**config.mk**
```make
export PLATFORM = sky130hd
export DESIGN_NAME = buddy_block_release_coalesce_core
export DESIGN_NICKNAME = d
export VERILOG_FILES = /design/src/hdl/bbrc_pkg.sv /design/src/hdl/buddy_block_release_coalesce_core.sv /design/src/hdl/bbrc_ctrl.sv /design/src/hdl/bbrc_dpath.sv
export VERILOG_INCLUDE_DIRS = /design/src /design/src/hdl
export SDC_FILE = /design/constraint.sdc
export NUM_CORES = 1
export LEC_CHECK = 0
export ABC_AREA = 1
export BUFFER_PORTS_ARGS = -buffer_cell sky130_fd_sc_hd__buf_2
export CAP_MARGIN = 20
export CORE_MARGIN = 8
export CORE_UTILIZATION = 60
export CTS_BUF_LIST = sky130_fd_sc_hd__clkbuf_16
export DETAILED_ROUTE_END_ITERATION = 10
export PLACE_DENSITY = 0.76
export SETUP_SLACK_MARGIN = 0.2
export SLEW_MARGIN = 0
export SYNTH_ARGS = -nofsm -noshare
export SYNTH_HDL_FRONTEND = slang
export SYNTH_SLANG_ARGS = --single-unit
```
**constraint.sdc**
```tcl
create_clock -name clock -period 100.3 [get_ports clock]
set_input_delay 10.03 -clock clock [delete_from_list [all_inputs] [get_ports clock]]
set_output_delay 10.03 -clock clock [all_outputs]
set_load 0.01 [all_outputs]
```
**src/hdl/assert_macros.svh**
```systemverilog
// Assertion macros for the buddy free-map block.
// Included by the top level; compiled out when SYNTHESIS is defined.
`ifndef ASSERT_MACROS_SVH
`define ASSERT_MACROS_SVH

`ifndef SYNTHESIS
// same-cycle implication
`define BBRC_ASSERT_IMP(lbl, clk, rst, ante, cons) \
   lbl: assert property (@(posedge clk) disable iff (rst) (ante) |-> (cons)) \
      else $error("bbrc assertion failed");
// next-cycle implication
`define BBRC_ASSERT_NXT(lbl, clk, rst, ante, cons) \
   lbl: assert property (@(posedge clk) disable iff (rst) (ante) |=> (cons)) \
      else $error("bbrc assertion failed");
`else
`define BBRC_ASSERT_IMP(lbl, clk, rst, ante, cons)
`define BBRC_ASSERT_NXT(lbl, clk, rst, ante, cons)
`endif

`endif

```
**src/hdl/bbrc_pkg.sv**
```systemverilog
// Shared types and codes for the buddy free-map block.
// No dependencies; used by bbrc_ctrl, bbrc_dpath and the top level.
package bbrc_pkg;

   localparam int ORDER_COUNT_DEF = 8;
   localparam int ADDR_BITS_DEF   = 8;

   localparam int FUNC_W   = 2;
   localparam int ORDER_W  = 3;
   localparam int POS_W    = 8;
   localparam int STATUS_W = 2;

   localparam logic [FUNC_W-1:0] FUNC_SEED    = 2'd0;
   localparam logic [FUNC_W-1:0] FUNC_RELEASE = 2'd1;
   localparam logic [FUNC_W-1:0] FUNC_QUERY   = 2'd2;
   localparam logic [FUNC_W-1:0] FUNC_UNUSED  = 2'd3;

   localparam logic [STATUS_W-1:0] STATUS_OK      = 2'd0;
   localparam logic [STATUS_W-1:0] STATUS_BAD     = 2'd1;
   localparam logic [STATUS_W-1:0] STATUS_ALREADY = 2'd2;

   typedef struct packed {
      logic [FUNC_W-1:0]  func;
      logic [ORDER_W-1:0] order;
      logic [POS_W-1:0]   block_pos;
   } req_type;

   typedef struct packed {
      logic [ORDER_W-1:0]  result_order;
      logic [POS_W-1:0]    result_pos;
      logic                is_free;
      logic [STATUS_W-1:0] status;
   } rsp_type;

   typedef enum logic [2:0] {
      ST_CLEAR,
      ST_IDLE,
      ST_LOOKUP,
      ST_EVAL,
      ST_BUD_READ,
      ST_BUD_EVAL,
      ST_FINAL,
      ST_DONE
   } state_type;

   // controller -> datapath
   typedef struct packed {
      logic clr_step;  // write zero at sweep address, advance sweep
      logic load_req;  // capture accepted request
      logic rd_bud;    // read buddy bit (otherwise own bit is read)
      logic eval;      // settle status from own bit
      logic merge;     // clear buddy bit, climb one order
      logic set_self;  // mark current block free
      logic load_rsp;  // move result into output register
   } cmd_type;

   // datapath -> controller
   typedef struct packed {
      logic clr_last;
      logic bad;
      logic query;
      logic seed;
      logic map_bit;    // registered read data
      logic can_climb;  // current order below top
      logic climb_more; // order after a merge still below top
   } stat_type;

endpackage

```
**src/hdl/buddy_block_release_coalesce_core.sv**
```systemverilog
// Buddy free map: seed, release with buddy coalescing, query. Seed, query and
// errors go from lookup and evaluation straight to the result; a release also
// probes buddies, reading each from the single-port free map and clearing it
// when free, up to min(ORDER_COUNT-1, ADDR_BITS) buddies, then marks its block.
// A new request is taken only once the previous result is loaded; rsp_stall holds that.
// After reset a sweep clears all 2^(ADDR_BITS+1) map bits (512), req_stall high.
`include "assert_macros.svh"

module buddy_block_release_coalesce_core #(
   parameter int ORDER_COUNT = bbrc_pkg::ORDER_COUNT_DEF,
   parameter int ADDR_BITS   = bbrc_pkg::ADDR_BITS_DEF
) (
   input  logic              clock,
   input  logic              reset,
   input  logic              req_valid,
   output logic              req_stall,
   input  bbrc_pkg::req_type req_data,
   output logic              rsp_valid,
   input  logic              rsp_stall,
   output bbrc_pkg::rsp_type rsp_data
);

   bbrc_pkg::cmd_type  cmd;
   bbrc_pkg::stat_type stat;

   bbrc_ctrl u_ctrl (
      .clock     (clock),
      .reset     (reset),
      .req_valid (req_valid),
      .req_stall (req_stall),
      .rsp_valid (rsp_valid),
      .rsp_stall (rsp_stall),
      .stat      (stat),
      .cmd       (cmd)
   );

   bbrc_dpath #(
      .ORDER_COUNT (ORDER_COUNT),
      .ADDR_BITS   (ADDR_BITS)
   ) u_dpath (
      .clock    (clock),
      .reset    (reset),
      .req_data (req_data),
      .cmd      (cmd),
      .stat     (stat),
      .rsp_data (rsp_data)
   );

   // a merge only follows a buddy read that found the buddy free
   `BBRC_ASSERT_IMP(a_merge_needs_free, clock, reset, cmd.merge, stat.map_bit)
   // at most one map write source per cycle
   `BBRC_ASSERT_IMP(a_one_write, clock, reset, 1'b1,
                    $onehot0({cmd.clr_step, cmd.merge, cmd.set_self}))
   // once a request is taken the block is busy
   `BBRC_ASSERT_NXT(a_busy_after_req, clock, reset, req_valid && !req_stall, req_stall)
   // loading a result makes it visible
   `BBRC_ASSERT_NXT(a_rsp_shown, clock, reset, cmd.load_rsp, rsp_valid)

endmodule

```
**src/hdl/bbrc_ctrl.sv**
```systemverilog
// Sequencer for the buddy free-map block: clearing sweep, lookup, buddy climb.
// Depends on bbrc_pkg; drives commands into bbrc_dpath.
module bbrc_ctrl (
   input  logic               clock,
   input  logic               reset,
   input  logic               req_valid,
   output logic               req_stall,
   output logic               rsp_valid,
   input  logic               rsp_stall,
   input  bbrc_pkg::stat_type stat,
   output bbrc_pkg::cmd_type  cmd
);

   bbrc_pkg::state_type state_ff, state_in;
   logic                rsp_valid_ff, rsp_valid_in;
   logic                accept;
   logic                out_free;

   assign req_stall = (state_ff != bbrc_pkg::ST_IDLE);
   assign accept    = req_valid && !req_stall;
   assign out_free  = !rsp_valid_ff || !rsp_stall;
   assign rsp_valid = rsp_valid_ff;

   always_comb begin
      state_in = state_ff;
      case (state_ff)
         bbrc_pkg::ST_CLEAR: begin
            if (stat.clr_last) state_in = bbrc_pkg::ST_IDLE;
         end
         bbrc_pkg::ST_IDLE: begin
            if (accept) state_in = bbrc_pkg::ST_LOOKUP;
         end
         bbrc_pkg::ST_LOOKUP: begin
            state_in = bbrc_pkg::ST_EVAL;
         end
         bbrc_pkg::ST_EVAL: begin
            if (stat.bad || stat.query || stat.map_bit || stat.seed)
               state_in = bbrc_pkg::ST_DONE;
            else if (stat.can_climb)
               state_in = bbrc_pkg::ST_BUD_READ;
            else
               state_in = bbrc_pkg::ST_FINAL;
         end
         bbrc_pkg::ST_BUD_READ: begin
            state_in = bbrc_pkg::ST_BUD_EVAL;
         end
         bbrc_pkg::ST_BUD_EVAL: begin
            if (stat.map_bit && stat.climb_more)
               state_in = bbrc_pkg::ST_BUD_READ;
            else
               state_in = bbrc_pkg::ST_FINAL;
         end
         bbrc_pkg::ST_FINAL: begin
            state_in = bbrc_pkg::ST_DONE;
         end
         bbrc_pkg::ST_DONE: begin
            if (out_free) state_in = bbrc_pkg::ST_IDLE;
         end
         default: begin
            state_in = bbrc_pkg::ST_CLEAR;
         end
      endcase
   end

   always_comb begin
      cmd = '0;
      case (state_ff)
         bbrc_pkg::ST_CLEAR: begin
            cmd.clr_step = 1'b1;
         end
         bbrc_pkg::ST_IDLE: begin
            cmd.load_req = accept;
         end
         bbrc_pkg::ST_EVAL: begin
            cmd.eval = 1'b1;
            // seed of a valid, not yet free block writes in place
            cmd.set_self = stat.seed && !stat.bad && !stat.map_bit;
         end
         bbrc_pkg::ST_BUD_READ: begin
            cmd.rd_bud = 1'b1;
         end
         bbrc_pkg::ST_BUD_EVAL: begin
            cmd.merge = stat.map_bit;
         end
         bbrc_pkg::ST_FINAL: begin
            cmd.set_self = 1'b1;
         end
         bbrc_pkg::ST_DONE: begin
            cmd.load_rsp = out_free;
         end
         default: begin
            cmd = '0;
         end
      endcase
   end

   always_comb begin
      rsp_valid_in = rsp_valid_ff && rsp_stall;
      if (cmd.load_rsp) rsp_valid_in = 1'b1;
   end

   always_ff @(posedge clock) begin
      if (reset) begin
         state_ff     <= bbrc_pkg::ST_CLEAR;
         rsp_valid_ff <= 1'b0;
      end else begin
         state_ff     <= state_in;
         rsp_valid_ff <= rsp_valid_in;
      end
   end

endmodule

```
**src/hdl/bbrc_dpath.sv**
```systemverilog
// Datapath for the buddy free-map block: free-map memory, index math,
// working order/address and the result register. Depends on bbrc_pkg.
module bbrc_dpath #(
   parameter int ORDER_COUNT = bbrc_pkg::ORDER_COUNT_DEF,
   parameter int ADDR_BITS   = bbrc_pkg::ADDR_BITS_DEF
) (
   input  logic               clock,
   input  logic               reset,
   input  bbrc_pkg::req_type  req_data,
   input  bbrc_pkg::cmd_type  cmd,
   output bbrc_pkg::stat_type stat,
   output bbrc_pkg::rsp_type  rsp_data
);

   localparam int MapAw    = ADDR_BITS + 1;
   localparam int MapDepth = 1 << MapAw;
   localparam int TopOrder = (ORDER_COUNT - 1 < ADDR_BITS) ? ORDER_COUNT - 1 : ADDR_BITS;
   localparam int KLog     = $clog2(TopOrder + 1);
   localparam int KW       = (KLog > bbrc_pkg::ORDER_W) ? KLog : bbrc_pkg::ORDER_W;

   logic                          free_map [MapDepth];

   logic [bbrc_pkg::FUNC_W-1:0]   func_ff;
   logic                          bad_ff;
   logic [KW-1:0]                 k_ff, k_in;
   logic [bbrc_pkg::POS_W-1:0]    p_ff, p_in;
   logic [bbrc_pkg::STATUS_W-1:0] status_ff;
   logic                          free_ff;
   logic                          rd_ff;
   logic [MapAw-1:0]              clr_cnt_ff;
   bbrc_pkg::rsp_type             rsp_ff;

   logic                          bad_in;
   logic [MapAw-1:0]              p_wide;
   logic [MapAw-1:0]              self_idx;
   logic [MapAw-1:0]              bud_idx;
   logic [MapAw-1:0]              mem_addr;
   logic                          mem_we;
   logic                          mem_wdata;

   // request check: order within top, address in range, aligned, func defined
   always_comb begin
      bad_in = (req_data.func == bbrc_pkg::FUNC_UNUSED)
            || (int'(req_data.order) > TopOrder)
            || ((32'(req_data.block_pos) >> ADDR_BITS) != 32'd0)
            || ((req_data.block_pos & ~({bbrc_pkg::POS_W{1'b1}} << req_data.order))
                != '0);
   end

   // order k lives at base (top k bits set) plus p >> k
   assign p_wide   = MapAw'(p_ff);
   assign self_idx = ({MapAw{1'b1}} << (MapAw - int'(k_ff))) + (p_wide >> k_ff);
   assign bud_idx  = ({MapAw{1'b1}} << (MapAw - int'(k_ff)))
                   + ((p_wide ^ (MapAw'(1) << k_ff)) >> k_ff);

   always_comb begin
      mem_we    = cmd.clr_step || cmd.merge || cmd.set_self;
      mem_wdata = cmd.set_self;
      if (cmd.clr_step)
         mem_addr = clr_cnt_ff;
      else if (cmd.merge || cmd.rd_bud)
         mem_addr = bud_idx;
      else
         mem_addr = self_idx;
   end

   always_ff @(posedge clock) begin
      if (mem_we) free_map[mem_addr] <= mem_wdata;
      rd_ff <= free_map[mem_addr];
   end

   always_comb begin
      k_in = k_ff;
      p_in = p_ff;
      if (cmd.load_req) begin
         k_in = KW'(req_data.order);
         p_in = req_data.block_pos;
      end else if (cmd.merge) begin
         k_in = k_ff + KW'(1);
         p_in = p_ff & ~(bbrc_pkg::POS_W'(1) << k_ff);
      end
   end

   always_ff @(posedge clock) begin
      if (reset)
         clr_cnt_ff <= '0;
      else if (cmd.clr_step)
         clr_cnt_ff <= clr_cnt_ff + MapAw'(1);
   end

   always_ff @(posedge clock) begin
      k_ff <= k_in;
      p_ff <= p_in;
      if (cmd.load_req) begin
         func_ff <= req_data.func;
         bad_ff  <= bad_in;
      end
      if (cmd.eval) begin
         free_ff <= !bad_ff && (func_ff == bbrc_pkg::FUNC_QUERY) && rd_ff;
         if (bad_ff)
            status_ff <= bbrc_pkg::STATUS_BAD;
         else if (func_ff == bbrc_pkg::FUNC_QUERY)
            status_ff <= bbrc_pkg::STATUS_OK;
         else if (rd_ff)
            status_ff <= bbrc_pkg::STATUS_ALREADY;
         else
            status_ff <= bbrc_pkg::STATUS_OK;
      end
      if (cmd.load_rsp) begin
         rsp_ff.result_order <= k_ff[bbrc_pkg::ORDER_W-1:0];
         rsp_ff.result_pos   <= p_ff;
         rsp_ff.is_free      <= free_ff;
         rsp_ff.status       <= status_ff;
      end
   end

   assign rsp_data = rsp_ff;

   always_comb begin
      stat.clr_last   = &clr_cnt_ff;
      stat.bad        = bad_ff;
      stat.query      = (func_ff == bbrc_pkg::FUNC_QUERY);
      stat.seed       = (func_ff == bbrc_pkg::FUNC_SEED);
      stat.map_bit    = rd_ff;
      stat.can_climb  = int'(k_ff) < TopOrder;
      stat.climb_more = int'(k_ff) + 1 < TopOrder;
   end

endmodule

```
==> summary.md <==
| Metric | Value |
|---|---|
| Largest net degree at the start of global routing | 145 |
| Post-Syn Area | 0.0275 mm^2 |
| Layout area overhead | 6.96% |
| PwrDens | 30.5 mW/mm^2 |
| Post-CTS setup buffers | 0 |
| Final Max Tran Viols | 0 |
| Pre-antenna DRT Iters | 6 |
| Die Ht | 230 um |
| GRT overflow | 0 |
| Antenna violations before repair | 1 |
| Max cap viols | 0 |
| Deepest clock path buffer count | 3 |
| Startpoint types | flop |
| Arr. time, crit path | 1.58 ns |
| HP Class | reg -> reg |
| Crit path from | u_ctrl.state_ff[0]$_SDFFE_PP0P_ |
| Overall power | 895 uW |
| Worst relative slew slack | 20.6% |
| Resized Gates After CTS | 0 |
| H-Tree Depth | 2 |
| Vias in the first global route | 19.9k |
| Mapped Nets | 3190 |
| Final WL | 69400 um |
| Fin crit share | 11.6% |
| Netlist cell types | about 50 |
| CTS Buf Count | 58 |
| Status | finished, final reports clean |
| #FFs+latches synth | 557 |
| Synth Flop Type | edfxtp_1 |
| Routed len/inst | 18.9 um |
| Worst-margin pin slew | ~1.2 ns |
| Initial DRC count | around 2.9k |
| First-pass GRT wire length | between 100000 and 150000 um |
| Clk pin slew, worst setup/hold paths | 0.06 ns |
| Max rail drop VDD | 0.0000330 V |
| Setup violators final | 0 |
| RSZ-0062 raised after global routing | no |
| Synth top area share | between 50% and 60% |
| Layout Skew | 0.0168 ns |
| DR vias/cell | between 5 and 6 |
| DRT antenna net count | 0 |
| Core area | between 0.04 and 0.05 mm^2 |
| Synthesized area per cell | 8.75 um^2 |
| Die area | 0.0529 mm^2 |
| Hold Crit Start | u_dpath.status_ff[1]$_SDFFCE_PP0P_ |
| Clk root buf | clkbuf_16 |
| Starting Density | between 60% and 70% |
| Worst skew pair latency | 0.62 ns |
| Final Hold Fails | 0 |
| Yosys warnings | 0 |
| GPL Wtd Cong | between 0.8 and 0.9 |
| Final min period | 11.61 ns |
| Via count | 20.8k |
| Sequential area share after synthesis | a little over 60% |
| Critical Path Sink Type | output pin |
| Number of flops mapped to enable cells by yosys | ~540 |
| Max Freq | 86.2 MHz |
| Fin Setup TNS | 0 ns |
| Global Route Usage Sum | 25.8% |
| Row count | ~80 |
| Layout Nets | 3071 |
| Worst Setup Path Type | reg -> out |
| Leakage | ~11 nW |
| Leading area contributor after synthesis | edfxtp_1 |
| Worst EP required | roughly 90 ns |
| Share of cells above drive strength 1 | 7.05% |
| Syn Inst Count | 3142 |
| Ys async rst share | 0% |
| Synth top area cells | edfxtp_1 (59%), nand2_1 (18%), nor2_1 (8.6%) |
| # DRC | 0 |
| Crit Path Max Fanout | 4 |
| FF-to-FF Start | u_dpath.k_ff[1]$_DFFE_PP_ |
| DPL Wire Length | 34300 um |
| Hold Buf Count CTS | 0 |
| Num ports | 33 |
| IO buf count | 32 |
| Die width | 230 um |
| CTS sink cnt | 557 |
| TritonCTS clock tree | done |
-- cell families after synthesis --
group,synth area share (%)
AOI/OAI and AO/OA,1.62
xor gates and xnor gates,0.0638
adders and majority gates,1.44
buffers and inverters,5.14
DFF,60.4
muxes,0.0364
and+or+nand+nor,31.3
-- cell usage in the layout, fill, tap and decap left out, types with 20 or more instances in the layout --
| master | n |
|---|---|
| nand2_1 | 1317 |
| edfxtp_1 | 543 |
| clkbuf_16 | 59 |
| buf_2 | 32 |
| or2_2 | 33 |
| nand3_1 | 169 |
| ha_1 | 30 |
| a21oi_1 | 23 |
| nor2_1 | 628 |
| inv_1 | 52 |
| buf_4 | 20 |
-- state kept, by name, summed over array words and instances (netlist names) --
signal,cells
u_dpath.bad_ff,1
u_dpath.rsp_data,14
u_dpath.status_ff,2
u_dpath.p_ff,8
u_dpath.rd_ff,1
u_dpath.clr_cnt_ff,9
u_dpath.k_ff,3
u_ctrl.rsp_valid,1
u_ctrl.state_ff,3
u_dpath.func_ff,2
u_dpath.free_ff,1
u_dpath.free_map,512
-- Yosys cell counts, types with 19 or more instances --
cell,count
buf_1,26
inv_1,45
clkbuf_1,68
nor2_1,628
edfxtp_1,543
ha_1,30
nand3_1,170
or2_2,33
clkbuf_2,29
nand2_1,1335
a21oi_1,23
buf_2,81
o21ai_0,19
-- layout make-up --
type,count,area [um^2]
flip-flops and latches,557,16600
clock buffers,59,1480
multi-input cells,2295,9560
diodes,1,2.50
clock inverters,43,350
inverters,52,199
well taps,600,751
repair buffers,59,465
fillers,3747,15900
-- routing by layer --
metal  vias up  share of wire [%]  global-route usage [%]
met5         -                  0                       0
met4         0                2.8                    9.52
met3       155                 10                    4.09
met2       975                 48                    43.0
met1      9780                 40                    33.8
li1       9851                  -                       -
-- power breakdown --
group          internal (mW)  switching [mW]  total, mW
Sequential             0.257         0.00226      0.259
Combinational          0.121           0.305      0.426
Clock                  0.119          0.0907      0.210
-- metrics by stage --
step           setup WS (ns)  instances  utilization, %  hold WS (ns)  cell area (um^2)
3_5_place_dp           88.60       3555            60.5         0.411             27400
6_report               88.69       3666            64.9         0.422             29400
2_1_floorplan          65.51       3142               -         0.400             27500
4_1_cts                88.68       3657            64.5         0.425             29200
5_1_grt                88.61       3665            64.9         0.436             29400
3_3_place_gp           88.57       3555            60.5         0.406             27400
-- critical path, stage by stage (launching register included) --
cell	delay, ns
dfxtp_1	0.39
inv_1	0.08
nor2_1	0.22
nand2_1	0.10
buf_2	0.15
-- final timing paths --
check | slack, ns | depth (start not counted) | to
max reg2reg | 93.21 | 18 | u_dpath.free_map[46]$_DFFE_PP_
min reg2reg | 0.42 | 0 | u_dpath.rsp_data[1]$_DFFE_PP_
min | 0.42 | 0 | u_dpath.rsp_data[1]$_DFFE_PP_
max | 88.69 | 4 | req_stall
Power figures use the tool's default switching activity.
